### config.mk
export PLATFORM = sky130hd
export DESIGN_NAME = block_delta_encoder_unit_flat
export DESIGN_NICKNAME = d
export VERILOG_FILES = /design/src/rtl/bdenc_pkg.sv /design/src/rtl/bdenc_in_if.sv /design/src/rtl/bdenc_out_if.sv /design/src/rtl/bdenc_front.sv /design/src/rtl/bdenc_queue.sv /design/src/rtl/bdenc_back.sv /design/src/rtl/block_delta_encoder_unit.sv /design/src/flat_wrapper.sv
export SDC_FILE = /design/constraint.sdc
export NUM_CORES = 1
export LEC_CHECK = 0
export BUFFER_PORTS_ARGS = -buffer_cell sky130_fd_sc_hd__buf_2
export CAP_MARGIN = 15
export CORE_MARGIN = 10
export CORE_UTILIZATION = 45
export DETAILED_ROUTE_END_ITERATION = 10
export PLACE_DENSITY = 0.63
export RECOVER_POWER = 25
export SYNTH_ARGS = -nofsm -noshare
export SYNTH_HDL_FRONTEND = slang
export SYNTH_SLANG_ARGS = --single-unit
### constraint.sdc
create_clock -name clk -period 5.3 [get_ports clk]
set_clock_uncertainty 0.1 [all_clocks]
set_input_delay 0.53 -clock clk [delete_from_list [all_inputs] [get_ports clk]]
set_output_delay 0.53 -clock clk [all_outputs]
set_load 0.01 [all_outputs]
### src/rtl/bdenc_pkg.sv
// Shared constants and types for the block delta encoder.
// No dependencies; every other file imports this package.
`default_nettype none
package bdenc_pkg;

    localparam int BYTE_W = 8;
    localparam int BLOCK_BYTES_DEF = 32;
    localparam int CNT_W = 6;
    localparam int QUEUE_DEPTH = 2;

    localparam logic [BYTE_W-1:0] FLAG_MATCH   = 8'd0;
    localparam logic [BYTE_W-1:0] FLAG_LITERAL = 8'd1;

    typedef struct packed {
        logic             bank;
        logic [CNT_W-1:0] count;
        logic             differs;
    } blk_desc_t;

    typedef struct packed {
        logic              en;
        logic              bank;
        logic [CNT_W-1:0]  idx;
        logic [BYTE_W-1:0] data;
    } buf_wr_t;

endpackage
`default_nettype wire

### src/rtl/bdenc_in_if.sv
// Input channel: a snapshot byte with its reference byte and flags.
// Depends on bdenc_pkg for the byte width.
`default_nettype none
interface bdenc_in_if;
    import bdenc_pkg::*;

    logic              valid;
    logic              ready;
    logic [BYTE_W-1:0] snap_byte;
    logic [BYTE_W-1:0] ref_byte;
    logic              ref_present;
    logic              final_byte;

    modport source (output valid, snap_byte, ref_byte, ref_present, final_byte,
                    input ready);
    modport sink (input valid, snap_byte, ref_byte, ref_present, final_byte,
                  output ready);
endinterface
`default_nettype wire

### src/rtl/bdenc_out_if.sv
// Output channel: one encoded byte with its flag and end-of-run marks.
// Depends on bdenc_pkg for the byte width.
`default_nettype none
interface bdenc_out_if;
    import bdenc_pkg::*;

    logic              valid;
    logic              ready;
    logic [BYTE_W-1:0] out_byte;
    logic              is_flag;
    logic              run_end;

    modport source (output valid, out_byte, is_flag, run_end, input ready);
    modport sink (input valid, out_byte, is_flag, run_end, output ready);
endinterface
`default_nettype wire

### src/rtl/bdenc_front.sv
// Front end: accepts input bytes, writes them into the block buffer and
// closes blocks into descriptors. Depends on bdenc_pkg and bdenc_in_if.
`default_nettype none
module bdenc_front #(
    parameter int BLOCK_BYTES = bdenc_pkg::BLOCK_BYTES_DEF
) (
    input  wire logic                clk,
    input  wire logic                rst_n,
    bdenc_in_if.sink                 feed,
    input  wire logic                q_full,
    output logic                     push,
    output bdenc_pkg::blk_desc_t     push_desc,
    output bdenc_pkg::buf_wr_t       wr
);
    import bdenc_pkg::*;

    logic [CNT_W-1:0] fill_reg, fill_next;
    logic             differs_reg, differs_next;
    logic             bank_reg, bank_next;
    logic             accept;
    logic [CNT_W-1:0] fill_inc;
    logic             diff_acc;
    logic             close;

    assign feed.ready = !q_full;
    assign accept     = feed.valid && !q_full;
    assign fill_inc   = fill_reg + CNT_W'(1);
    assign diff_acc   = differs_reg || !feed.ref_present
                        || (feed.snap_byte != feed.ref_byte);
    assign close      = (fill_inc == CNT_W'(BLOCK_BYTES)) || feed.final_byte;

    always_comb
    begin
        fill_next    = fill_reg;
        differs_next = differs_reg;
        bank_next    = bank_reg;
        push         = 1'b0;
        if (accept)
        begin
            if (close)
            begin
                push         = 1'b1;
                fill_next    = '0;
                differs_next = 1'b0;
                bank_next    = !bank_reg;
            end
            else
            begin
                fill_next    = fill_inc;
                differs_next = diff_acc;
            end
        end
    end

    always_comb
    begin
        push_desc.bank    = bank_reg;
        push_desc.count   = fill_inc;
        push_desc.differs = diff_acc;
        wr.en             = accept;
        wr.bank           = bank_reg;
        wr.idx            = fill_reg;
        wr.data           = feed.snap_byte;
    end

    always_ff @(posedge clk or negedge rst_n)
    begin
        if (!rst_n)
        begin
            fill_reg    <= '0;
            differs_reg <= 1'b0;
            bank_reg    <= 1'b0;
        end
        else
        begin
            fill_reg    <= fill_next;
            differs_reg <= differs_next;
            bank_reg    <= bank_next;
        end
    end

endmodule
`default_nettype wire

### src/rtl/bdenc_queue.sv
// Two-entry descriptor queue between the front end and the back end.
// Depends on bdenc_pkg.
`default_nettype none
module bdenc_queue (
    input  wire logic                 clk,
    input  wire logic                 rst_n,
    input  wire logic                 push,
    input  wire bdenc_pkg::blk_desc_t push_desc,
    input  wire logic                 pop,
    output bdenc_pkg::blk_desc_t      head,
    output logic                      not_empty,
    output logic                      full
);
    import bdenc_pkg::*;

    blk_desc_t  ent_reg [QUEUE_DEPTH];
    logic       wr_ptr_reg, rd_ptr_reg;
    logic [1:0] cnt_reg;

    assign head      = ent_reg[rd_ptr_reg];
    assign not_empty = (cnt_reg != 2'd0);
    assign full      = (cnt_reg == 2'(QUEUE_DEPTH));

    always_ff @(posedge clk)
    begin
        if (push)
        begin
            ent_reg[wr_ptr_reg] <= push_desc;
        end
    end

    always_ff @(posedge clk or negedge rst_n)
    begin
        if (!rst_n)
        begin
            wr_ptr_reg <= 1'b0;
            rd_ptr_reg <= 1'b0;
            cnt_reg    <= 2'd0;
        end
        else
        begin
            if (push)
            begin
                wr_ptr_reg <= !wr_ptr_reg;
            end
            if (pop)
            begin
                rd_ptr_reg <= !rd_ptr_reg;
            end
            cnt_reg <= cnt_reg + 2'(push) - 2'(pop);
        end
    end

    a_no_overflow: assert property (@(posedge clk) disable iff (!rst_n)
        push |-> (!full || pop))
        else $error("descriptor pushed into a full queue");

    a_no_underflow: assert property (@(posedge clk) disable iff (!rst_n)
        pop |-> not_empty)
        else $error("descriptor popped from an empty queue");

    a_count_bound: assert property (@(posedge clk) disable iff (!rst_n)
        cnt_reg <= 2'(QUEUE_DEPTH))
        else $error("queue occupancy out of range");

endmodule
`default_nettype wire

### src/rtl/bdenc_back.sv
// Back end: holds the two-bank block buffer and emits the flag byte and,
// for literal blocks, the buffered bytes. Depends on bdenc_pkg, bdenc_out_if.
`default_nettype none
module bdenc_back #(
    parameter int BLOCK_BYTES = bdenc_pkg::BLOCK_BYTES_DEF
) (
    input  wire logic                 clk,
    input  wire logic                 rst_n,
    input  wire bdenc_pkg::buf_wr_t   wr,
    input  wire bdenc_pkg::blk_desc_t head,
    input  wire logic                 q_valid,
    output logic                      pop,
    bdenc_out_if.source               code
);
    import bdenc_pkg::*;

    localparam int IDX_W = (BLOCK_BYTES > 1) ? $clog2(BLOCK_BYTES) : 1;

    typedef enum logic {ST_IDLE, ST_DATA} state_t;

    logic [BYTE_W-1:0] mem [2][BLOCK_BYTES];

    state_t            state_reg, state_next;
    logic [CNT_W-1:0]  emit_reg, emit_next;
    logic              ovalid_reg, ovalid_next;
    logic [BYTE_W-1:0] out_byte_reg, out_byte_next;
    logic              is_flag_reg, is_flag_next;
    logic              run_end_reg, run_end_next;
    logic [BYTE_W-1:0] rd_data_reg;
    logic              rd_en;
    logic [CNT_W-1:0]  rd_idx;
    logic              advance;
    logic [CNT_W-1:0]  emit_inc;
    logic              last_byte;

    assign advance   = !ovalid_reg || code.ready;
    assign emit_inc  = emit_reg + CNT_W'(1);
    assign last_byte = (emit_inc == head.count);

    assign code.valid    = ovalid_reg;
    assign code.out_byte = out_byte_reg;
    assign code.is_flag  = is_flag_reg;
    assign code.run_end  = run_end_reg;

    always_comb
    begin
        state_next    = state_reg;
        emit_next     = emit_reg;
        ovalid_next   = ovalid_reg;
        out_byte_next = out_byte_reg;
        is_flag_next  = is_flag_reg;
        run_end_next  = run_end_reg;
        pop           = 1'b0;
        rd_en         = 1'b0;
        rd_idx        = '0;
        case (state_reg)
            ST_IDLE:
            begin
                if (advance)
                begin
                    ovalid_next = 1'b0;
                    if (q_valid)
                    begin
                        ovalid_next   = 1'b1;
                        out_byte_next = head.differs ? FLAG_LITERAL : FLAG_MATCH;
                        is_flag_next  = 1'b1;
                        run_end_next  = !head.differs;
                        if (head.differs)
                        begin
                            rd_en      = 1'b1;
                            emit_next  = '0;
                            state_next = ST_DATA;
                        end
                        else
                        begin
                            pop = 1'b1;
                        end
                    end
                end
            end
            ST_DATA:
            begin
                if (advance)
                begin
                    ovalid_next   = 1'b1;
                    out_byte_next = rd_data_reg;
                    is_flag_next  = 1'b0;
                    run_end_next  = last_byte;
                    if (last_byte)
                    begin
                        pop        = 1'b1;
                        state_next = ST_IDLE;
                    end
                    else
                    begin
                        rd_en     = 1'b1;
                        rd_idx    = emit_inc;
                        emit_next = emit_inc;
                    end
                end
            end
            default:
            begin
                state_next = ST_IDLE;
            end
        endcase
    end

    always_ff @(posedge clk)
    begin
        if (wr.en)
        begin
            mem[wr.bank][wr.idx[IDX_W-1:0]] <= wr.data;
        end
        if (rd_en)
        begin
            rd_data_reg <= mem[head.bank][rd_idx[IDX_W-1:0]];
        end
    end

    always_ff @(posedge clk or negedge rst_n)
    begin
        if (!rst_n)
        begin
            state_reg    <= ST_IDLE;
            emit_reg     <= '0;
            ovalid_reg   <= 1'b0;
            out_byte_reg <= '0;
            is_flag_reg  <= 1'b0;
            run_end_reg  <= 1'b0;
        end
        else
        begin
            state_reg    <= state_next;
            emit_reg     <= emit_next;
            ovalid_reg   <= ovalid_next;
            out_byte_reg <= out_byte_next;
            is_flag_reg  <= is_flag_next;
            run_end_reg  <= run_end_next;
        end
    end

    a_drain_has_desc: assert property (@(posedge clk) disable iff (!rst_n)
        (state_reg == ST_DATA) |-> q_valid)
        else $error("draining a block with no descriptor at the queue head");

    a_emit_in_block: assert property (@(posedge clk) disable iff (!rst_n)
        (state_reg == ST_DATA) |-> (emit_reg < head.count))
        else $error("byte index beyond the length of the block");

    a_flag_code: assert property (@(posedge clk) disable iff (!rst_n)
        (ovalid_reg && is_flag_reg) |->
            (out_byte_reg == FLAG_MATCH || out_byte_reg == FLAG_LITERAL))
        else $error("flag transfer carries an invalid code");

endmodule
`default_nettype wire

### src/rtl/block_delta_encoder_unit.sv
// Block delta encoder: top level joining front end, descriptor queue and
// back end. Depends on bdenc_pkg, bdenc_in_if, bdenc_out_if and the parts.
//
// Usage: feed carries one snapshot byte per transfer with the reference
// byte, a reference-present flag and a last-byte mark. Bytes are buffered
// in blocks of BLOCK_BYTES; a block closes when full or on the last byte.
// For each block, code carries a flag byte (0 when every byte matched a
// present reference byte, 1 otherwise), followed for a literal block by
// the block's bytes in order; run_end marks the last transfer of a block.
// Output: the flag is offered once the queue has registered the closing
// block's descriptor and the back end has registered the flag byte;
// literal bytes follow at one per cycle while code is ready, and a
// queued block's flag directly follows the last transfer before it.
// Throughput: feed takes one byte per cycle while either buffer bank is
// free. The buffer has two banks, so the front end stalls only when two
// closed blocks wait on the output; the back end's drain rate (one byte
// per cycle while code is ready, flags included) sets the steady rate.
// Reset clears the fill count, the queue and the output register; no
// clearing pass is made over the buffer. When code stalls, the pending
// transfer holds and the queue fills before feed is held off.
`default_nettype none
module block_delta_encoder_unit #(
    parameter int BLOCK_BYTES = bdenc_pkg::BLOCK_BYTES_DEF
) (
    input  wire logic   clk,
    input  wire logic   rst_n,
    bdenc_in_if.sink    feed,
    bdenc_out_if.source code
);
    import bdenc_pkg::*;

    logic      push, pop, q_valid, q_full;
    blk_desc_t push_desc, head;
    buf_wr_t   wr;

    bdenc_front #(
        .BLOCK_BYTES (BLOCK_BYTES)
    ) u_front (
        .clk       (clk),
        .rst_n     (rst_n),
        .feed      (feed),
        .q_full    (q_full),
        .push      (push),
        .push_desc (push_desc),
        .wr        (wr)
    );

    bdenc_queue u_queue (
        .clk       (clk),
        .rst_n     (rst_n),
        .push      (push),
        .push_desc (push_desc),
        .pop       (pop),
        .head      (head),
        .not_empty (q_valid),
        .full      (q_full)
    );

    bdenc_back #(
        .BLOCK_BYTES (BLOCK_BYTES)
    ) u_back (
        .clk     (clk),
        .rst_n   (rst_n),
        .wr      (wr),
        .head    (head),
        .q_valid (q_valid),
        .pop     (pop),
        .code    (code)
    );

endmodule
`default_nettype wire
### src/flat_wrapper.sv
// flat-port wrapper written by rule: the top's interface ports become plain ports
module block_delta_encoder_unit_flat import bdenc_pkg::*;
#(
    parameter int BLOCK_BYTES = bdenc_pkg::BLOCK_BYTES_DEF
)
  (clk, rst_n, feed_valid, feed_snap_byte, feed_ref_byte, feed_ref_present, feed_final_byte, feed_ready, code_valid, code_out_byte, code_is_flag, code_run_end, code_ready);
  bdenc_in_if feed_i ();
  bdenc_out_if code_i ();
  input  wire logic clk;
  input  wire logic rst_n;
  input wire logic [$bits(feed_i.valid)-1:0] feed_valid;
  input wire logic [$bits(feed_i.snap_byte)-1:0] feed_snap_byte;
  input wire logic [$bits(feed_i.ref_byte)-1:0] feed_ref_byte;
  input wire logic [$bits(feed_i.ref_present)-1:0] feed_ref_present;
  input wire logic [$bits(feed_i.final_byte)-1:0] feed_final_byte;
  output wire logic [$bits(feed_i.ready)-1:0] feed_ready;
  output wire logic [$bits(code_i.valid)-1:0] code_valid;
  output wire logic [$bits(code_i.out_byte)-1:0] code_out_byte;
  output wire logic [$bits(code_i.is_flag)-1:0] code_is_flag;
  output wire logic [$bits(code_i.run_end)-1:0] code_run_end;
  input wire logic [$bits(code_i.ready)-1:0] code_ready;
  assign feed_i.valid = feed_valid;
  assign feed_i.snap_byte = feed_snap_byte;
  assign feed_i.ref_byte = feed_ref_byte;
  assign feed_i.ref_present = feed_ref_present;
  assign feed_i.final_byte = feed_final_byte;
  assign feed_ready = feed_i.ready;
  assign code_valid = code_i.valid;
  assign code_out_byte = code_i.out_byte;
  assign code_is_flag = code_i.is_flag;
  assign code_run_end = code_i.run_end;
  assign code_i.ready = code_ready;
  block_delta_encoder_unit #(.BLOCK_BYTES(BLOCK_BYTES)) u_core (.clk(clk), .rst_n(rst_n), .feed(feed_i), .code(code_i));
endmodule
### Word-level counts from Yosys, hierarchy flattened

Memory sizes are Yosys's and may differ from the RTL's.
Cells that the tools add are included.

| cells by class | value |
|---|---|
| equality and inequality tests | 9 |
| $mul | 0 |
| muxes and demuxes | 53 |
| $add $sub $neg | 4 |
| div/mod/pow operators | 0 |
| magnitude comparators | 3 |
| shift operators | 0 |
| reductions and logical operators | 18 |
| bitwise operators | 3 |

Operators with widths:

| cell | count |
|---|---|
| 2-to-1 mux 256 bit | 1 |
| 2-to-1 mux 8 bit | 6 |
| binary-select mux 8 bit (select 5 bit) | 1 |
| demux 8 bit (select 5 bit) | 1 |
| 2-to-1 mux 6 bit | 6 |
| 2-to-1 mux 1 bit | 27 |
| one-hot mux 8 bit (2 select lines) | 1 |
| 2-to-1 mux 5 bit | 3 |
| adder 6 x 1 -> 6 bit (second input constant) | 2 |
| greater-or-equal comparator 6 bit (second input constant) | 2 |
| inverter 5 -> 6 bit | 2 |
| one-hot mux 1 bit (2 select lines) | 6 |
| one-hot mux 6 bit (2 select lines) | 1 |
| != test 8 bit | 1 |
| logical NOT 1 bit | 7 |
| equality test 6 bit | 1 |
| equality test 6 bit (second input constant) | 1 |
| less-than comparator 6 x 1 -> 1 bit (second input constant) | 1 |
| != test 2 bit (second input constant) | 3 |
| AND reduction 5 bit | 1 |
| logical OR 1 bit | 4 |
| != test 2 x 1 -> 1 bit (second input constant) | 2 |
| AND reduction 2 bit | 2 |
| AND reduction 3 bit | 1 |
| 6 further kinds | 7 |

| word-level totals | value |
|---|---|
| flip-flop bits (word level) | 38 |
| output and inout port bits | 12 |
| bits in latches | 0 |
| memories kept | 2 |
| bits in writable memories | 528 |
| ROM bits | 0 |

Memories:

| memory | depth | bits a word | rd ports | clocked after Yosys merged registers in | wr ports | line | source |
|---|---|---|---|---|---|---|---|
| u_core.u_back.mem | 2 | 256 | 1 | 0 | 1 | bdenc_back.sv:21 | `logic [BYTE_W-1:0] mem [2][BLOCK_BYTES];` |
| u_core.u_queue.ent_reg | 2 | 8 | 1 | 0 | 1 | bdenc_queue.sv:16 | `blk_desc_t ent_reg [QUEUE_DEPTH];` |

### Longest topological paths before layout

Gate-level depths: netlist (run 1).

| depth | value |
|---|---|
| word-level depth | 9 |
| depth in mapped cells | 13 |
| depth with buffers taken out | 11 |

### By module

Synthesis (run 1) repeated with hierarchy kept, for this count alone.

| second synthesis, totals | value |
|---|---|
| cells, all modules | 1439 |
| area, all modules | 23129.7 µm² |

By module, submodules not included:

| module | cells each | times used | area each (µm²) | sequential area each (µm²) |
|---|---|---|---|---|
| bdenc_back | 1317 | 1 | 21590.7 | 16065.4 |
| bdenc_queue | 40 | 1 | 810.8 | 580.6 |
| bdenc_front | 82 | 1 | 728.2 | 200.2 |

### Least setup slack after synthesis (run 1)

No wires, ideal clock.

| timing path | value |
|---|---|
| kind | register -> register |
| from | reg u_core.u_back.emit_reg[1] |
| to | reg u_core.u_queue.cnt_reg[1] |
| arrival | 2.958 ns |
| cell stages (with the launch flop) | 13 |
| clock period less this slack | 3.138 ns |
| library setup time | 0.080 ns |
| setup slack | 2.162 ns |
| path buffers | 1 |
| cells stage by stage | dfrtp_1 > ha_1 > xnor2_1 > xnor2_1 > nand4_2 > or3_1 > clkbuf_1 > a211oi_1 > ha_1 > inv_1 > ha_1 > xnor2_1 > xnor2_1 |

| on the way | value |
|---|---|
| cells in the longest elaborated chain, start to end | 6 |

Ends and longest elaborated chain:

| what | line | source |
|---|---|---|
| start: declaration | bdenc_back.sv:24 | `logic [CNT_W-1:0] emit_reg, emit_next;` |
| start signal: assignment | bdenc_back.sv:135 | `emit_reg <= emit_next;` |
| adder 6 x 1 -> 6 bit | bdenc_back.sv:37 | `assign emit_inc = emit_reg + CNT_W'(1);` |
| equality test 6 bit | bdenc_back.sv:38 | `assign last_byte = (emit_inc == head.count);` |
| 2-to-1 mux 1 bit | bdenc_back.sv:89 | `if (last_byte)` |
| 2-to-1 mux 1 bit | bdenc_back.sv:83 | `if (advance)` |
| one-hot mux 1 bit (2 select lines) | bdenc_back.sv:56 | `case (state_reg)` |
| net u_core.pop | block_delta_encoder_unit.sv:32 | `logic push, pop, q_valid, q_full;` |
| subtractor 2 x 1 -> 2 bit | bdenc_queue.sv:50 | `cnt_reg <= cnt_reg + 2'(push) - 2'(pop);` |
| end signal: assignment | bdenc_queue.sv:50 |  |
| end: declaration | bdenc_queue.sv:18 | `logic [1:0] cnt_reg;` |

The timed path passes the listed nets, and every way through them passes these cells.
A chain may end at the register's enable or synchronous reset.

### Final worst setup path (run 1)

| timing path | value |
|---|---|
| from | reg u_core.u_back.emit_reg[2] |
| to | reg u_core.u_back.rd_data_reg[4] (data pin) |

| on the way | value |
|---|---|
| cells in the longest elaborated chain, start to end | 9 |

Ends and longest elaborated chain:

| what | line | source |
|---|---|---|
| adder 6 x 1 -> 6 bit (*) | bdenc_back.sv:37 |  |
| equality test 6 bit | bdenc_back.sv:38 |  |
| 2-to-1 mux 5 bit (*) | bdenc_back.sv:89 |  |
| 2-to-1 mux 5 bit (*) | bdenc_back.sv:83 |  |
| 2-to-1 mux 5 bit (*) | bdenc_back.sv:56 |  |
| inverter 5 -> 6 bit (not written as such) (*) | bdenc_back.sv:117 | `rd_data_reg <= mem[head.bank][rd_idx[IDX_W-1:0]];` |
| binary-select mux 8 bit (select 5 bit) (*) | bdenc_back.sv:117 |  |
| 2-to-1 mux 8 bit (not written as such) (*) (2 in series) | bdenc_back.sv:117 |  |
| end signal: assignment | bdenc_back.sv:117 |  |
| end: declaration | bdenc_back.sv:29 | `logic [BYTE_W-1:0] rd_data_reg;` |

Every way passes the cells marked *; elsewhere a longest branch is shown, timed or not. The select of a mux whose other input is x is not followed.

==> results of run 1 <==
worst max path at each step:
stage | startpoint | to | depth (start not counted)
after floorplan | u_core.u_back.emit_reg[1]$_DFFE_PN0P_ | u_core.u_queue.cnt_reg[1]$_DFF_PN0_ | 12
after global placement | u_core.u_queue.rd_ptr_reg$_DFFE_PN0P_ | u_core.u_back.rd_data_reg[5]$_DFFE_PP_ | 9
after detailed placement | u_core.u_queue.rd_ptr_reg$_DFFE_PN0P_ | u_core.u_back.rd_data_reg[7]$_DFFE_PP_ | 9
after CTS | u_core.u_queue.rd_ptr_reg$_DFFE_PN0P_ | u_core.u_back.rd_data_reg[7]$_DFFE_PP_ | 9
after global routing | u_core.u_queue.rd_ptr_reg$_DFFE_PN0P_ | u_core.u_back.rd_data_reg[3]$_DFFE_PP_ | 9
final | u_core.u_back.emit_reg[2]$_DFFE_PN0P_ | u_core.u_back.rd_data_reg[4]$_DFFE_PP_ | 9
metrics by stage:
stage               setup slack, ns  area [um^2]  total power [W]  hold slack, ns
floorplan                      2.16        22900          0.00779           0.134
global placement               1.16        23900          0.00922           0.367
detailed placement             1.17        23900          0.00924           0.375
CTS                            1.12        25700           0.0132          0.0278
global route                  0.745        25700           0.0137          0.0578
finish                         1.11        25700           0.0131          0.0525
metal layers:
layer  GRT usage  routed length (um)
met1       0.274               25100
met2       0.319               29200
met3      0.0353                4820
met4      0.0793                2430
met5           0                   0
area by class of cell:
class / instances / area (um^2) / area share
clock buffer: 78 / 1530 / 0.0594
clock inverter: 26 / 277 / 0.0108
inverter: 10 / 37.5 / 0.00146
multi-input combinational: 895 / 5680 / 0.221
sequential: 566 / 16800 / 0.656
tap: 672 / 841 / 0.0328
timing repair buffer: 70 / 464 / 0.0181
worst max-delay path: stages (launching register included):
cell	delay (ns)
dfrtp_1	0.45
nand3_2	0.17
xnor2_2	0.24
xnor2_1	0.71
o31a_2	0.79
buf_4	0.37
mux4_2	0.33
a2111oi_0	0.46
o31ai_1	0.17
o311a_1	0.14
cell families (layout without fill, tap and decap cells):
group,count (synthesis),in the layout,share of synthesized area
AOI/OAI and AO/OA,203,203,0.0602
xor gates and xnor gates,29,29,0.0120
adders and majority gates,7,7,0.00382
buffers and inverters,100,184,0.0196
DFF,566,566,0.735
muxes,79,79,0.0606
and+or+nand+nor,577,577,0.109
power groups by stage:
stage | registers (W) | logic, W | clock network (W)
2_1_floorplan | 0.00535 | 0.00245 | 0
3_3_place_gp | 0.00541 | 0.00381 | 0
3_5_place_dp | 0.00542 | 0.00382 | 0
4_1_cts | 0.00533 | 0.00385 | 0.00398
5_1_grt | 0.00535 | 0.00413 | 0.00418
6_report | 0.00533 | 0.00388 | 0.00393
cell usage in the layout, fill, tap and decap left out, types with 4 or more instances in the layout:
| cell type | n |
|---|---|
| nand3_1 | 77 |
| mux4_2 | 45 |
| clkbuf_16 | 57 |
| a22o_1 | 7 |
| o211ai_1 | 4 |
| nand2_1 | 310 |
| edfxtp_1 | 536 |
| inv_1 | 10 |
| a2111oi_0 | 7 |
| a21oi_1 | 64 |
| o31ai_1 | 12 |
| dfrtp_1 | 30 |
| a211oi_1 | 6 |
| a31oi_1 | 25 |
| buf_4 | 26 |
| clkbuf_1 | 32 |
| mux2i_1 | 28 |
| ha_1 | 6 |
| and2_1 | 6 |
| xnor2_1 | 15 |
| and3_1 | 26 |
| clkinv_1 | 12 |
| nor4_1 | 4 |
| bufinv_16 | 6 |
| a311oi_1 | 15 |
| clkinv_2 | 5 |
| nor3_1 | 27 |
| a41o_1 | 7 |
| buf_12 | 4 |
| nor2_1 | 93 |
| nand4_1 | 9 |
| or3_1 | 8 |
| xor2_1 | 12 |
| buf_2 | 26 |
| o21ai_0 | 24 |
| o22ai_1 | 4 |
==> impl_metrics.yaml, run 1 <==
routing:
  wirelength_um: 61500
  drt-initial-drc-count: 1586
  drtPass1Iterations: 5
  drt.antenna.violating_nets: 0
  vias: 13700
  vias_per_cell: 5.93
  drc: 0
  wl_per_cell_um: 26.5
pwr:
  pwr-share-seq: 0.406
  p_per_area_nw_per_um2: 512
  p_int_w: 0.00875
  p_sw_w: 0.00439
  power.clock.fraction: 0.299
  ir_drop_v: 0.000318
  switching_share: 0.334
  p_leak_nw: 8.61
  p_comb_frac: 0.295
flow_run:
  cap_violations: 6
global_route:
  grt-ovfl-total: 0
  grt_pass1_vias: 13400
  antenna_found_initial: 0
  grt_max_degree: 78
  grtUsageTotal: 0.202
  grt_pass1_wl_um: 90300
sta:
  grt_setup_unrepaired: "no"
  slew_headroom: -1.03
  fin_crit_ns: 4.19
  period_share: 0.790
  slew_viol_final: 275
  fmax_mhz: 239
  hold_viol_final: 0
  setup_viol: 0
  tightest_slew_ns: 3.04
  tns_ns: 0
floorplan:
  chipWidth_um: 246
  pin_count: 34
  start_util: 0.456
  die_y_um: 246
  fp-row-count: 82
  dieArea_um2: 60400
  coreArea_um2: 50300
clock_tree:
  clock_sinks: 566
  cts_tree: "done"
  cts_setup_buffers: 0
  clock_latency_ns: 0.61
  cts_buffer_depth: 3
  numCtsBuffers: 57
  ctsResizeCount: 0
  cts_hold_buf: 1
  path_clk_slew_ns: 0.06
  htree_num_levels: 2
  cts_root_buf: "clkbuf_16"
logic_synthesis:
  synth_edf_count: 536
  seq_area_frac_synth: 0.735
  syn_area_per_cell_um2: 14.7
  synth_most_common_cell: "edfxtp_1"
  ys_warn_count: 0
  yosysTopAreaCell: "edfxtp_1"
  ys_top_cells_by_count: "edfxtp_1, nand2_1, nor2_1, nand3_1, a21oi_1"
  synthCells: 1561
  synth_async_sr_flop_share: 0.0530
  ys_seq_elements: 566
  synth_ff_type: "edfxtp_1"
  syn-cell-area_um2: 22900
  ys_top_cells_by_area: "edfxtp_1, nand2_1, mux4_2, dfrtp_1, nand3_1"
  syn_nets: 1590
  synth_cell_types: 69
  synth_top_area_share: 0.702
setup_path:
  cp-end-kind: "flop"
  worstRegToRegCells: 9
  path_class: "flop to flop"
  worstPathArrival_ns: 4.45
  rrSetupSlack_ns: 1.11
  r2r-start: "u_core.u_back.emit_reg[2]$_DFFE_PN0P_"
  reg2reg_to: "u_core.u_back.rd_data_reg[4]$_DFFE_PP_"
  worstPathRequired_ns: 5.56
  cp_max_fo: 28
  startpoint_type: "flop"
place:
  place.gp.congestion: 0.922
  dp_hpwl_um: 38700
  dp.cells: 2211
  portBuffers: 33
hold_path:
  hold_depth: 2
  hold_end: "u_core.u_front.fill_reg[4]$_DFFE_PN0P_"
  hp-start: "feed_final_byte"
  hold_class: "input pin to flop"
final_layout:
  fin_cells: 2317
  drive_gt1_frac: 0.116
  fin_nets: 1629
  fin_util: 0.511
  n_fill_cell: 4187
  antenna_cells: 0
  syn_to_final_growth_pct: 12.0
  largest_reg_flops: 512
run_status:
  outcome: "finished with violations"
  violations: "capacitance limit, slew limit"
Power figures use the tool's default switching activity.
==> run 2: changes to the inputs <==
==> constraint.sdc (replaced) <==
create_clock -name clk -period 4.11 [get_ports clk]
set_clock_uncertainty 0.1 [all_clocks]
set_input_delay 0.411 -clock clk [delete_from_list [all_inputs] [get_ports clk]]
set_output_delay 0.411 -clock clk [all_outputs]
set_load 0.01 [all_outputs]
==> impl_metrics.yaml, run 2 (synthesis results as in run 1) <==
run_status:
  outcome: "finished with violations"
  violations: "capacitance limit, slew limit"
clock_tree:
  path_clk_slew_ns: 0.06
  htree_num_levels: 2
  cts_root_buf: "clkbuf_16"
  cts_buffer_depth: 3
  clock_sinks: 566
  cts_tree: "done"
  clock_latency_ns: 0.64
  numCtsBuffers: 56
setup_path:
  r2r-start: "u_core.u_back.emit_reg[0]$_DFFE_PN0P_"
  max_stage_delay_ns: 0.57
  worstPathArrival_ns: 4.17
  cp_max_fo: 39
  cpMaxStageDelayCell: "dfrtp_1"
  rrSetupSlack_ns: 0.18
  cp-end-kind: "flop"
  path_class: "flop to flop"
  startpoint_type: "flop"
  worstRegToRegCells: 12
  crit_path_start: "u_core.u_back.emit_reg[0]$_DFFE_PN0P_"
  cp_cell_sequence: "ha_2, nand3_1, xnor3_1, nand4_2, o31a_2, buf_12, mux4_2, nor2_1, nor4_1, a2111oi_1, buf_4, a41oi_1"
  worstPathRequired_ns: 4.35
  reg2reg_to: "u_core.u_back.rd_data_reg[1]$_DFFE_PP_"
floorplan:
  dieArea_um2: 60400
  chipWidth_um: 246
  start_util: 0.456
  die_y_um: 246
  pin_count: 34
  coreArea_um2: 50300
  fp-row-count: 82
final_layout:
  drive_gt1_frac: 0.136
  largest_reg_flops: 512
  fin_nets: 1662
  syn_to_final_growth_pct: 13.3
  fin_area_um2: 26000
  layout_common_cells: "edfxtp_1, nand2_1, nor2_1"
  fin_cells: 2355
  final_common_cell: "edfxtp_1"
place:
  dp.cells: 2244
  dp_hpwl_um: 39600
  portBuffers: 33
  place.gp.congestion: 0.922
  place_area_um2: 24200
sta:
  slew_headroom: -0.986
  grt_setup_unrepaired: "no"
  tns_ns: 0
  fin_crit_ns: 3.93
  slew_viol_final: 279
  hold_viol_final: 0
  period_share: 0.956
  tightest_slew_ns: 2.98
  fmax_mhz: 254
  setup_viol: 0
global_route:
  busiest_layer: "met2"
  grt_pass1_wl_um: 90800
  grt-ovfl-total: 0
  antenna_found_initial: 2
  grt_pass1_vias: 13500
  grt_util_met2: 0.309
  grtUsageTotal: 0.203
  grt_max_degree: 68
  grtUsageMet1: 0.272
  met3_usage: 0.0531
routing:
  wirelength_um: 61400
  drc: 0
  drtPass1Iterations: 5
  drt-initial-drc-count: 1674
  vias: 13900
  vias_per_cell: 5.91
  drt.antenna.violating_nets: 0
  wl_per_cell_um: 26.1
pwr:
  p_per_area_nw_per_um2: 657
  p_sw_w: 0.00574
  p_leak_nw: 8.80
  ir_drop_v: 0.000427
  switching_share: 0.336
  power.clock.fraction: 0.297
  p_comb_frac: 0.301
  p_int_w: 0.0113
  pwr-share-seq: 0.402
hold_path:
  hold_class: "input pin to flop"
  hold_end: "u_core.u_back.code.valid$_DFFE_PN0P_"
  hp-start: "code_ready"
  hold_depth: 3
flow_run:
  cap_violations: 7
==> run 2: repair_timing <==
item	4_1_cts	5_1_grt
hold endpoints to repair	32	0
setup endpoints to repair	0	2
hold buffers	2	0
setup buffers	0	0
gates resized for setup	0	3
==> run 2: worst max-delay path, delay by kind of cell (launching register included) <==
family          cells  cell delay [ns]
flops               1             0.57
buf+inv             2             0.40
fa+ha+maj           1             0.29
mux                 1             0.32
compound gates      3             1.05
simple gates        4             0.63
xor+xnor            1             0.26
==> run 2: cell type report <==
type                       count  area, um^2
fill                        4203       24300
inverter                      10        37.5
tap                          672         841
clock buffer                  74        1470
antenna                        2        5.00
timing repair buffer         104         764
sequential                   566       16800
multi-input combinational    895        5690
clock inverter                32         334
==> run 2: worst max path at each step <==
stage,cells past startpoint,endpoint,slack [ns]
after floorplan,12,u_core.u_queue.cnt_reg[1]$_DFF_PN0_,0.97
after global placement,12,u_core.u_back.rd_data_reg[1]$_DFFE_PP_,0.12
after detailed placement,12,u_core.u_back.rd_data_reg[1]$_DFFE_PP_,0.16
after CTS,11,u_core.u_back.rd_data_reg[1]$_DFFE_PP_,0.13
after global routing,12,u_core.u_queue.cnt_reg[1]$_DFF_PN0_,0.002
final,12,u_core.u_back.rd_data_reg[1]$_DFFE_PP_,0.18
==> run 2: power by group through the flow <==
stage,combinational (W),sequential [W],clock [W]
3_5_place_dp,0.00510,0.00698,0
4_1_cts,0.00512,0.00686,0.00512
2_1_floorplan,0.00315,0.00690,0
5_1_grt,0.00550,0.00689,0.00537
3_3_place_gp,0.00507,0.00697,0
6_report,0.00514,0.00687,0.00507
==> run 2: stage by stage <==
step	hold WS, ns	utilization	worst slack [ns]	power (W)
finish	0.0603	0.517	0.179	0.0171
CTS	0.0529	0.517	0.131	0.0171
global placement	0.361	0.481	0.124	0.0120
detailed placement	0.368	0.481	0.157	0.0121
floorplan	0.0154	-	0.972	0.0101
global route	0.0918	0.517	0.00161	0.0178
==> run 2: metal layers <==
metal / vias to the layer above / wire [um]
met5: - / 10
met1: 7048 / 24900
met4: 2 / 2460
met2: 637 / 28200
met3: 128 / 5810
li1: 6096 / -
